[src/rtl/trb_pkg.sv]
// Shared types and constants of the TCP control reply builder.
// Holds the item structs, register indexes, opcodes and header constants.
// Depends on nothing; every other file imports it.
`timescale 1ns / 1ps

package trb_pkg;

	// Header geometry: twenty 16-bit words, IPv4 header first.
	localparam int HDR_WORDS  = 20;
	localparam int WORD_IDX_W = $clog2(HDR_WORDS);

	// Configuration register indexes.
	localparam int CFG_IDX_W = 1;
	localparam int CFG_DATA_W = 16;
	localparam logic [CFG_IDX_W-1:0] REG_HOP_LIMIT   = 1'd0;
	localparam logic [CFG_IDX_W-1:0] REG_WINDOW_SIZE = 1'd1;

	// Register reset values.
	localparam logic [7:0]  HOP_LIMIT_RST   = 8'd128;
	localparam logic [15:0] WINDOW_SIZE_RST = 16'd256;

	// Reply kinds. The unused code is handled as a SYN-ACK.
	localparam logic [1:0] OP_SYN_ACK = 2'd0;
	localparam logic [1:0] OP_RST     = 2'd1;
	localparam logic [1:0] OP_ACK     = 2'd2;

	// TCP flag patterns.
	localparam logic [5:0] FLAGS_SYN_ACK = 6'h12;
	localparam logic [5:0] FLAGS_RST     = 6'h04;
	localparam logic [5:0] FLAGS_ACK     = 6'h10;

	// Fixed header fields.
	localparam logic [15:0] IP_VER_IHL   = 16'h4500;
	localparam logic [15:0] IP_TOTAL_LEN = 16'd40;
	localparam logic [15:0] IP_IDENT     = 16'h0000;
	localparam logic [15:0] IP_FLAGS_DF  = 16'h4000;
	localparam logic [7:0]  IP_PROTO_TCP = 8'd6;
	localparam logic [15:0] TCP_HDR_LEN  = 16'd20;
	localparam logic [15:0] TCP_DOFF     = 16'h5000;
	localparam logic [15:0] TCP_URG_PTR  = 16'h0000;

	// Sum of the constant IPv4 header words (TTL byte excluded).
	localparam logic [18:0] IP_FIXED_SUM = {3'b0, IP_VER_IHL} + {3'b0, IP_TOTAL_LEN}
		+ {3'b0, IP_IDENT} + {3'b0, IP_FLAGS_DF} + {11'b0, IP_PROTO_TCP};

	// Constant part of the TCP pseudoheader: protocol and segment length.
	localparam logic [19:0] TCP_PSEUDO_SUM = {12'b0, IP_PROTO_TCP} + {4'b0, TCP_HDR_LEN};

	// Request word as received.
	typedef struct packed {
		logic [1:0]  opcode;
		logic [31:0] in_src_addr;
		logic [31:0] in_dst_addr;
		logic [15:0] in_src_port;
		logic [15:0] in_dst_port;
		logic [31:0] in_seq;
	} trb_req_t;

	// One output word of the reply header.
	typedef struct packed {
		logic [15:0] hdr_word;
		logic        last_word;
	} trb_word_t;

	// Reply header fields as built by the arithmetic pipeline.
	typedef struct packed {
		logic [31:0] src_addr;
		logic [31:0] peer_addr;
		logic [15:0] src_port;
		logic [15:0] peer_port;
		logic [31:0] seq_num;
		logic [31:0] ack_num;
		logic [5:0]  flags;
		logic [7:0]  ttl;
		logic [15:0] window;
		logic [15:0] ip_csum;
		logic [15:0] tcp_csum;
	} trb_hdr_t;

endpackage

[src/rtl/tcp_control_reply_builder_core.sv]
// Top level of the TCP control reply builder: configuration registers and the two units.
// Depends on trb_pkg, trb_calc and trb_ser.
`timescale 1ns / 1ps

// Usage:
// A request word (reply kind, addresses, ports and sequence number of a received
// IPv4/TCP segment) enters on in_item with in_valid/in_ready. The reply header
// leaves on out_item as twenty 16-bit words in network order, IPv4 header first,
// last_word marking the twentieth; out_valid/out_ready move one word per cycle while
// out_ready is high. Four arithmetic stages compute the fields and both checksums,
// then the header loads into a shift line. The next header loads on the cycle its
// predecessor's last word is taken, giving gap-free output when a header is waiting.
// The pipeline keeps accepting requests until its four stages are full behind a
// stalled output; a stall loses and repeats nothing.
// Registers are written through cfg_we/cfg_idx/cfg_wdata; the user must write them
// only while the block is idle, which the block itself does not enforce:
// index 0 hop limit (TTL), index 1 window size.
// Reset clears all valid bits and sets TTL 128 and window 256.

module tcp_control_reply_builder_core
	import trb_pkg::*;
(
	input  logic                  clk,
	input  logic                  arst_n,
	input  logic                  in_valid,
	output logic                  in_ready,
	input  trb_req_t              in_item,
	output logic                  out_valid,
	input  logic                  out_ready,
	output trb_word_t             out_item,
	input  logic                  cfg_we,
	input  logic [CFG_IDX_W-1:0]  cfg_idx,
	input  logic [CFG_DATA_W-1:0] cfg_wdata
);

	logic [7:0]  hop_limit_q;
	logic [15:0] window_size_q;
	trb_hdr_t    hdr;
	logic        hdr_valid;
	logic        hdr_ready;

	// Configuration registers.
	always_ff @(posedge clk or negedge arst_n) begin
		if (!arst_n) begin
			hop_limit_q   <= HOP_LIMIT_RST;
			window_size_q <= WINDOW_SIZE_RST;
		end else if (cfg_we) begin
			unique case (cfg_idx)
				REG_HOP_LIMIT:   hop_limit_q   <= cfg_wdata[7:0];
				REG_WINDOW_SIZE: window_size_q <= cfg_wdata[15:0];
				default: ;
			endcase
		end
	end

	// Field and checksum pipeline.
	trb_calc u_calc (
		.clk         (clk),
		.arst_n      (arst_n),
		.in_valid    (in_valid),
		.in_ready    (in_ready),
		.in_item     (in_item),
		.hop_limit   (hop_limit_q),
		.window_size (window_size_q),
		.hdr         (hdr),
		.hdr_valid   (hdr_valid),
		.hdr_ready   (hdr_ready)
	);

	// Word serializer.
	trb_ser u_ser (
		.clk       (clk),
		.arst_n    (arst_n),
		.hdr       (hdr),
		.hdr_valid (hdr_valid),
		.hdr_ready (hdr_ready),
		.out_valid (out_valid),
		.out_ready (out_ready),
		.out_item  (out_item)
	);

endmodule

[src/rtl/trb_calc.sv]
// Four-stage arithmetic pipeline of the reply builder: header fields and both checksums.
// Depends on trb_pkg.
`timescale 1ns / 1ps

module trb_calc
	import trb_pkg::*;
(
	input  logic       clk,
	input  logic       arst_n,
	input  logic       in_valid,
	output logic       in_ready,
	input  trb_req_t   in_item,
	input  logic [7:0] hop_limit,
	input  logic [15:0] window_size,
	output trb_hdr_t   hdr,
	output logic       hdr_valid,
	input  logic       hdr_ready
);

	logic v_s1, v_s2, v_s3, v_s4;
	logic rdy_s1, rdy_s2, rdy_s3, rdy_s4;

	trb_hdr_t hdr_s1, hdr_s2, hdr_s3, hdr_s4;
	logic [17:0] addr_sum_s1, addr_sum_s2;
	logic [18:0] ip_sum_s2;
	logic [18:0] tcp_part_s2;
	logic [16:0] ip_fold_s3;
	logic [19:0] tcp_sum_s3;

	trb_hdr_t    hdr_d1;
	logic [17:0] addr_sum_d1;
	logic [15:0] ip_fold_d4;
	logic [16:0] tcp_fold1_d4;
	logic [15:0] tcp_fold2_d4;
	trb_hdr_t    hdr_d4;

	// A stage takes a new word when it is empty or its word moves on.
	assign rdy_s4 = !v_s4 || hdr_ready;
	assign rdy_s3 = !v_s3 || rdy_s4;
	assign rdy_s2 = !v_s2 || rdy_s3;
	assign rdy_s1 = !v_s1 || rdy_s2;
	assign in_ready = rdy_s1;

	assign hdr_valid = v_s4;
	assign hdr = hdr_s4;

	// Valid bits travel with the data.
	always_ff @(posedge clk or negedge arst_n) begin
		if (!arst_n) begin
			v_s1 <= 1'b0;
			v_s2 <= 1'b0;
			v_s3 <= 1'b0;
			v_s4 <= 1'b0;
		end else begin
			if (rdy_s1) v_s1 <= in_valid;
			if (rdy_s2) v_s2 <= v_s1;
			if (rdy_s3) v_s3 <= v_s2;
			if (rdy_s4) v_s4 <= v_s3;
		end
	end

	// Stage 1 logic: swap the endpoints, pick flags, sequence and acknowledgement.
	always_comb begin
		hdr_d1 = '0;
		hdr_d1.src_addr  = in_item.in_dst_addr;
		hdr_d1.peer_addr = in_item.in_src_addr;
		hdr_d1.src_port  = in_item.in_dst_port;
		hdr_d1.peer_port = in_item.in_src_port;
		hdr_d1.ttl       = hop_limit;
		hdr_d1.window    = window_size;
		unique case (in_item.opcode)
			OP_RST: begin
				hdr_d1.flags   = FLAGS_RST;
				hdr_d1.seq_num = '0;
				hdr_d1.ack_num = '0;
			end
			OP_ACK: begin
				hdr_d1.flags   = FLAGS_ACK;
				hdr_d1.seq_num = '0;
				hdr_d1.ack_num = in_item.in_seq + 32'd1;
			end
			default: begin
				hdr_d1.flags   = FLAGS_SYN_ACK;
				hdr_d1.seq_num = in_item.in_seq;
				hdr_d1.ack_num = in_item.in_seq + 32'd1;
			end
		endcase
		// The four address words appear in both checksums.
		addr_sum_d1 = {2'b0, in_item.in_src_addr[31:16]} + {2'b0, in_item.in_src_addr[15:0]}
			+ {2'b0, in_item.in_dst_addr[31:16]} + {2'b0, in_item.in_dst_addr[15:0]};
	end

	// Stage 1 registers.
	always_ff @(posedge clk) begin
		if (rdy_s1) begin
			hdr_s1      <= hdr_d1;
			addr_sum_s1 <= addr_sum_d1;
		end
	end

	// Stage 2: IPv4 header sum and the TCP header words apart from the addresses.
	always_ff @(posedge clk) begin
		if (rdy_s2) begin
			hdr_s2      <= hdr_s1;
			addr_sum_s2 <= addr_sum_s1;
			ip_sum_s2   <= {1'b0, addr_sum_s1} + IP_FIXED_SUM + {3'b0, hdr_s1.ttl, 8'h00};
			tcp_part_s2 <= {3'b0, hdr_s1.src_port} + {3'b0, hdr_s1.peer_port}
				+ {3'b0, hdr_s1.seq_num[31:16]} + {3'b0, hdr_s1.seq_num[15:0]}
				+ {3'b0, hdr_s1.ack_num[31:16]} + {3'b0, hdr_s1.ack_num[15:0]}
				+ {3'b0, TCP_DOFF | {10'b0, hdr_s1.flags}} + {3'b0, hdr_s1.window};
		end
	end

	// Stage 3: first fold of the IPv4 sum, full TCP sum with the pseudoheader.
	always_ff @(posedge clk) begin
		if (rdy_s3) begin
			hdr_s3     <= hdr_s2;
			ip_fold_s3 <= {1'b0, ip_sum_s2[15:0]} + {14'b0, ip_sum_s2[18:16]};
			tcp_sum_s3 <= {1'b0, tcp_part_s2} + {2'b0, addr_sum_s2} + TCP_PSEUDO_SUM;
		end
	end

	// Stage 4 logic: final end-around carries and complement.
	always_comb begin
		ip_fold_d4   = ip_fold_s3[15:0] + {15'b0, ip_fold_s3[16]};
		tcp_fold1_d4 = {1'b0, tcp_sum_s3[15:0]} + {13'b0, tcp_sum_s3[19:16]};
		tcp_fold2_d4 = tcp_fold1_d4[15:0] + {15'b0, tcp_fold1_d4[16]};
		hdr_d4          = hdr_s3;
		hdr_d4.ip_csum  = ~ip_fold_d4;
		hdr_d4.tcp_csum = ~tcp_fold2_d4;
	end

	// Stage 4 registers.
	always_ff @(posedge clk) begin
		if (rdy_s4) begin
			hdr_s4 <= hdr_d4;
		end
	end

`ifndef SYNTHESIS
	// A stalled header at the last stage is held intact.
	a_s4_hold: assert property (@(posedge clk) disable iff (!arst_n)
		(v_s4 && !hdr_ready) |=> (v_s4 && $stable(hdr_s4)))
		else $error("stalled header changed in last stage");

	// An accepted request occupies the first stage.
	a_s1_fill: assert property (@(posedge clk) disable iff (!arst_n)
		(in_valid && in_ready) |=> v_s1)
		else $error("accepted request lost at stage one");
`endif

endmodule

[src/rtl/trb_ser.sv]
// Serializer of the reply builder: loads a finished header and sends twenty words.
// Depends on trb_pkg.
`timescale 1ns / 1ps

module trb_ser
	import trb_pkg::*;
(
	input  logic      clk,
	input  logic      arst_n,
	input  trb_hdr_t  hdr,
	input  logic      hdr_valid,
	output logic      hdr_ready,
	output logic      out_valid,
	input  logic      out_ready,
	output trb_word_t out_item
);

	localparam logic [WORD_IDX_W-1:0] LAST_IDX = WORD_IDX_W'(HDR_WORDS - 1);

	logic                  busy_q;
	logic [WORD_IDX_W-1:0] cnt_q;
	logic [15:0]           words_q [HDR_WORDS];
	logic [15:0]           words_d [HDR_WORDS];
	logic                  out_fire;
	logic                  is_last;
	logic                  load;

	assign is_last  = (cnt_q == LAST_IDX);
	assign out_fire = out_valid && out_ready;

	// A new header loads when the shift line is empty or its final word leaves.
	assign hdr_ready = !busy_q || (out_fire && is_last);
	assign load = hdr_valid && hdr_ready;

	assign out_valid          = busy_q;
	assign out_item.hdr_word  = words_q[0];
	assign out_item.last_word = is_last;

	// Header word layout in network order.
	always_comb begin
		words_d[0]  = IP_VER_IHL;
		words_d[1]  = IP_TOTAL_LEN;
		words_d[2]  = IP_IDENT;
		words_d[3]  = IP_FLAGS_DF;
		words_d[4]  = {hdr.ttl, IP_PROTO_TCP};
		words_d[5]  = hdr.ip_csum;
		words_d[6]  = hdr.src_addr[31:16];
		words_d[7]  = hdr.src_addr[15:0];
		words_d[8]  = hdr.peer_addr[31:16];
		words_d[9]  = hdr.peer_addr[15:0];
		words_d[10] = hdr.src_port;
		words_d[11] = hdr.peer_port;
		words_d[12] = hdr.seq_num[31:16];
		words_d[13] = hdr.seq_num[15:0];
		words_d[14] = hdr.ack_num[31:16];
		words_d[15] = hdr.ack_num[15:0];
		words_d[16] = TCP_DOFF | {10'b0, hdr.flags};
		words_d[17] = hdr.window;
		words_d[18] = hdr.tcp_csum;
		words_d[19] = TCP_URG_PTR;
	end

	// Control: busy flag and word counter.
	always_ff @(posedge clk or negedge arst_n) begin
		if (!arst_n) begin
			busy_q <= 1'b0;
			cnt_q  <= '0;
		end else if (load) begin
			busy_q <= 1'b1;
			cnt_q  <= '0;
		end else if (out_fire) begin
			if (is_last) begin
				busy_q <= 1'b0;
			end
			cnt_q <= cnt_q + WORD_IDX_W'(1);
		end
	end

	// Shift line: the head word is on the output, the rest move up when it is taken.
	always_ff @(posedge clk) begin
		if (load) begin
			words_q <= words_d;
		end else if (out_fire) begin
			for (int i = 0; i < HDR_WORDS - 1; i++) begin
				words_q[i] <= words_q[i + 1];
			end
		end
	end

`ifndef SYNTHESIS
	// A freshly loaded header starts with the version word.
	a_first_word: assert property (@(posedge clk) disable iff (!arst_n)
		load |=> (out_valid && out_item.hdr_word == IP_VER_IHL && !out_item.last_word))
		else $error("header does not start with the version word");

	// After the final word the output goes quiet unless a header was loaded.
	a_idle_after_last: assert property (@(posedge clk) disable iff (!arst_n)
		(out_fire && is_last && !hdr_valid) |=> !out_valid)
		else $error("words sent beyond the end of the header");

	// Within a header every taken word is followed by another.
	a_no_gap: assert property (@(posedge clk) disable iff (!arst_n)
		(out_fire && !is_last) |=> out_valid)
		else $error("header cut short");
`endif

endmodule
[config.mk]
export PLATFORM = sky130hd
export DESIGN_NAME = tcp_control_reply_builder_core
export DESIGN_NICKNAME = d
export VERILOG_FILES = /design/src/rtl/trb_pkg.sv /design/src/rtl/tcp_control_reply_builder_core.sv /design/src/rtl/trb_calc.sv /design/src/rtl/trb_ser.sv
export SDC_FILE = /design/constraint.sdc
export NUM_CORES = 2
export LEC_CHECK = 0
export ABC_AREA = 1
export BUFFER_PORTS_ARGS = -buffer_cell sky130_fd_sc_hd__buf_2
export CORE_MARGIN = 2
export CORE_UTILIZATION = 50
export CTS_CLUSTER_SIZE = 10
export DETAILED_ROUTE_END_ITERATION = 12
export HOLD_SLACK_MARGIN = 0.02
export MAX_ROUTING_LAYER = met4
export PLACE_DENSITY = 0.66
export SKIP_CTS_REPAIR_TIMING = 1
export SYNTH_ARGS = -nofsm -noshare
export SYNTH_HDL_FRONTEND = slang
export SYNTH_SLANG_ARGS = --single-unit
[constraint.sdc]
create_clock -name clk -period 70.6 [get_ports clk]
set_input_delay 14.12 -clock clk [delete_from_list [all_inputs] [get_ports clk]]
set_output_delay 14.12 -clock clk [all_outputs]
set_load 0.02 [all_outputs]
==> flow_summary.json <==
{
  "fin_nets": 4560,
  "wire_per_inst_um": 19.33,
  "power-per-cell-area_nw_per_um2": 30.81,
  "rrSetupSlack_ps": 64790,
  "rr_worst_depth": 13,
  "cts.path.max_buffers": 3,
  "grt_pass1_wl_um": 164900,
  "grt_pass1_vias": 28010,
  "globalplace.congestion": 0.8877,
  "gr-usage-all-layers_pct": 21.91,
  "start_kind": "input pin",
  "synth_edf_count": 1112,
  "syn_nets": 4343,
  "grt_overflow": 0,
  "drtAntennaViolNets": 0,
  "holdPathEnd": "u_calc.hdr[66]",
  "cts.sinks": 1228,
  "setup_tns_ps": 0,
  "diodes": 0,
  "hold_violations": 0,
  "layoutNonFillerInstCount": 5601,
  "tightest_slew_ps": 1042,
  "maxCapViolCount": 0,
  "cp.required_ps": 56480,
  "synth.distinct_cells": 53,
  "synth_top_area_cell": "edfxtp_1",
  "postSynthCellCount": 3948,
  "status": "complete, no violations",
  "postSynthAreaPerCell_um2": 12.92,
  "synth_area_um2": 51000,
  "antenna_found_initial": 8,
  "dp_hpwl_um": 74680,
  "final_area_um2": 57230,
  "min_path_cells": 0,
  "cts_buffers": 144,
  "yosys_most_used_dff": "edfxtp_1",
  "grt_max_degree": 211,
  "clock_latency_ps": 740,
  "worst_setup_path_end_kind": "primary output",
  "area_delta_synth_final_pct": 12.22,
  "setup_viol": 0,
  "yosysWarningCount": 0,
  "start_util_pct": 50.27,
  "yosys-top-cells-count": "edfxtp_1, nand2_1, inv_1",
  "crit_fanout": 105,
  "clk_pin_slew_ps": 50,
  "drive_gt1_share_pct": 9.875,
  "num_rows": 117,
  "maxSlewHeadroom_pct": 30.53,
  "leakage_nw": 21.97,
  "synth_top_area_share_pct": 65.47,
  "placed_cells": 5387,
  "die_y_um": 323.4,
  "io_buffers": 170,
  "root_buffer": "clkbuf_16",
  "slew_viol_final": 0,
  "period_share_pct": 44.20,
  "timing.rr.start": "u_ser.cnt_q[1]",
  "ios": 171,
  "cts_tree": "yes",
  "dpl_worst_slack_ps": 39240,
  "fmax_mhz": 32.04,
  "htreeDepth": 4,
  "worstPathArrival_ps": 17090,
  "drt_iter0_markers": 2381,
  "die-area_um2": 104600,
  "vias": 28520,
  "routed_wl_um": 108300,
  "core_area_um2": 101400,
  "hold_class": "flip-flop to flip-flop",
  "ys_ff_latch": 1228,
  "die_w_um": 323.4,
  "avgViaCountPerCell": 5.092,
  "r2r-end": "u_calc.hdr_s2[105]",
  "layout_setup_ws_ps": 39390,
  "grt_setup_unrepaired": "no",
  "hp-start": "u_calc.hdr_d4[66]",
  "place_area_um2": 53160,
  "layout_min_cycle_time_ps": 31210,
  "skew_ps": 20.06,
  "critPathKind": "input pin to primary output",
  "yosysMostFrequentCell": "edfxtp_1",
  "fill_cells": 8247,
  "hold_ws_ps": 400.4,
  "max-vdd-ir-drop_mv": 0.01888,
  "utilization_pct": 56.42,
  "drcViolationCount": 0,
  "yosysSeqAreaShare_pct": 70.37,
  "synth_area_leaders": "edfxtp_1, nand2_1, ha_1",
  "dr.pass1.iters": 5,
  "total_power_mw": 1.763,
  "ys_async_sr_fraction_pct": 2.769
}
cell families (layout without fill, tap and decap cells):
logic type / count (synthesis) / after routing / synth area share, %
adder cells (fa/ha/maj): 243 / 243 / 7.272
flip-flops: 1228 / 1228 / 70.37
multiplexers: 8 / 8 / 0.1766
AND/OR/NAND/NOR: 1287 / 1287 / 10.49
XOR/XNOR: 123 / 123 / 2.127
buffers and inverters: 570 / 855 / 4.563
AO/OA/AOI/OAI: 489 / 489 / 5.002
critical path, stage by stage:
cell	delay, ps
buf_2	120
nand2_1	70
nand2_1	80
nor2_1	300
inv_8	280
nor2_1	420
inv_8	270
nor2_1	540
nand2_4	460
buf_2	310
worst max path at each step:
| stage | start | endpoint | slack, ps | cells past startpoint |
|---|---|---|---|---|
| global placement | out_ready | in_ready | 39280 | 10 |
| CTS | out_ready | in_ready | 39240 | 10 |
| detailed placement | out_ready | in_ready | 39240 | 10 |
| floorplan | out_ready | in_ready | 28500 | 8 |
| finish | out_ready | in_ready | 39390 | 10 |
| global route | out_ready | in_ready | 39080 | 10 |
per-layer routing:
layer  wire length (um)  GRT usage [%]  part of all wire, %  vias to the layer above
met5                  0              -                    0                        -
met4               2404          6.171                  2.2                        0
met3               6311          3.713                  5.8                      165
met2              50600          33.42                   47                      747
met1              48980          30.56                   45                    13690
li1                   -              -                    -                    13920
state kept, by name, summed over array words and instances (netlist names):
signal,flops
u_calc.hdr_s1,187
u_ser.out_item,16
u_calc.v_s3,1
u_calc.v_s2,1
u_calc.addr_sum_s1,18
window_size_q,16
u_calc.tcp_sum_s3,20
u_ser.cnt_q,5
u_calc.hdr_d4,187
u_ser.out_valid,1
u_calc.ip_sum_s2,19
u_calc.hdr_s2,187
u_ser.words_q,288
hop_limit_q,8
u_calc.addr_sum_s2,17
u_calc.hdr_valid,1
u_calc.ip_fold_s3,17
u_calc.tcp_part_s2,19
u_calc.hdr,219
u_calc.v_s1,1
placed cells by master (no fill, tap or decap), types with 6 or more instances in the layout:
cell / count
a211oi_1: 7
a21o_1: 8
a21oi_1: 176
buf_2: 170
buf_4: 20
clkbuf_1: 46
clkbuf_16: 146
clkinv_2: 6
dfrtp_1: 32
dfxtp_1: 82
edfxtp_1: 1112
fa_1: 89
ha_1: 154
inv_1: 438
mux2_2: 8
nand2_1: 922
nand2_2: 14
nand3_1: 104
nand3b_1: 10
nand4_1: 33
nor2_1: 129
nor2_4: 7
nor3_1: 33
nor3_2: 6
nor4_1: 10
o21ai_0: 268
o21bai_1: 6
xnor2_1: 34
xor2_1: 88
power breakdown:
group | switching [mW] | internal (mW)
sequential | 0.0150 | 0.840
combinational | 0.166 | 0.0896
clock | 0.271 | 0.381
total | 0.452 | 1.31
layout make-up:
type	count	area (um^2)	area share (%)
clock inverter	21	230.2	0.4022
sequential	1228	35890	62.70
multi-input combinational	2150	12810	22.38
tap	1368	1712	2.991
timing repair buffer	192	1041	1.819
clock buffer	193	3840	6.709
inverter	449	1717	2.999
Power figures use the tool's default switching activity.
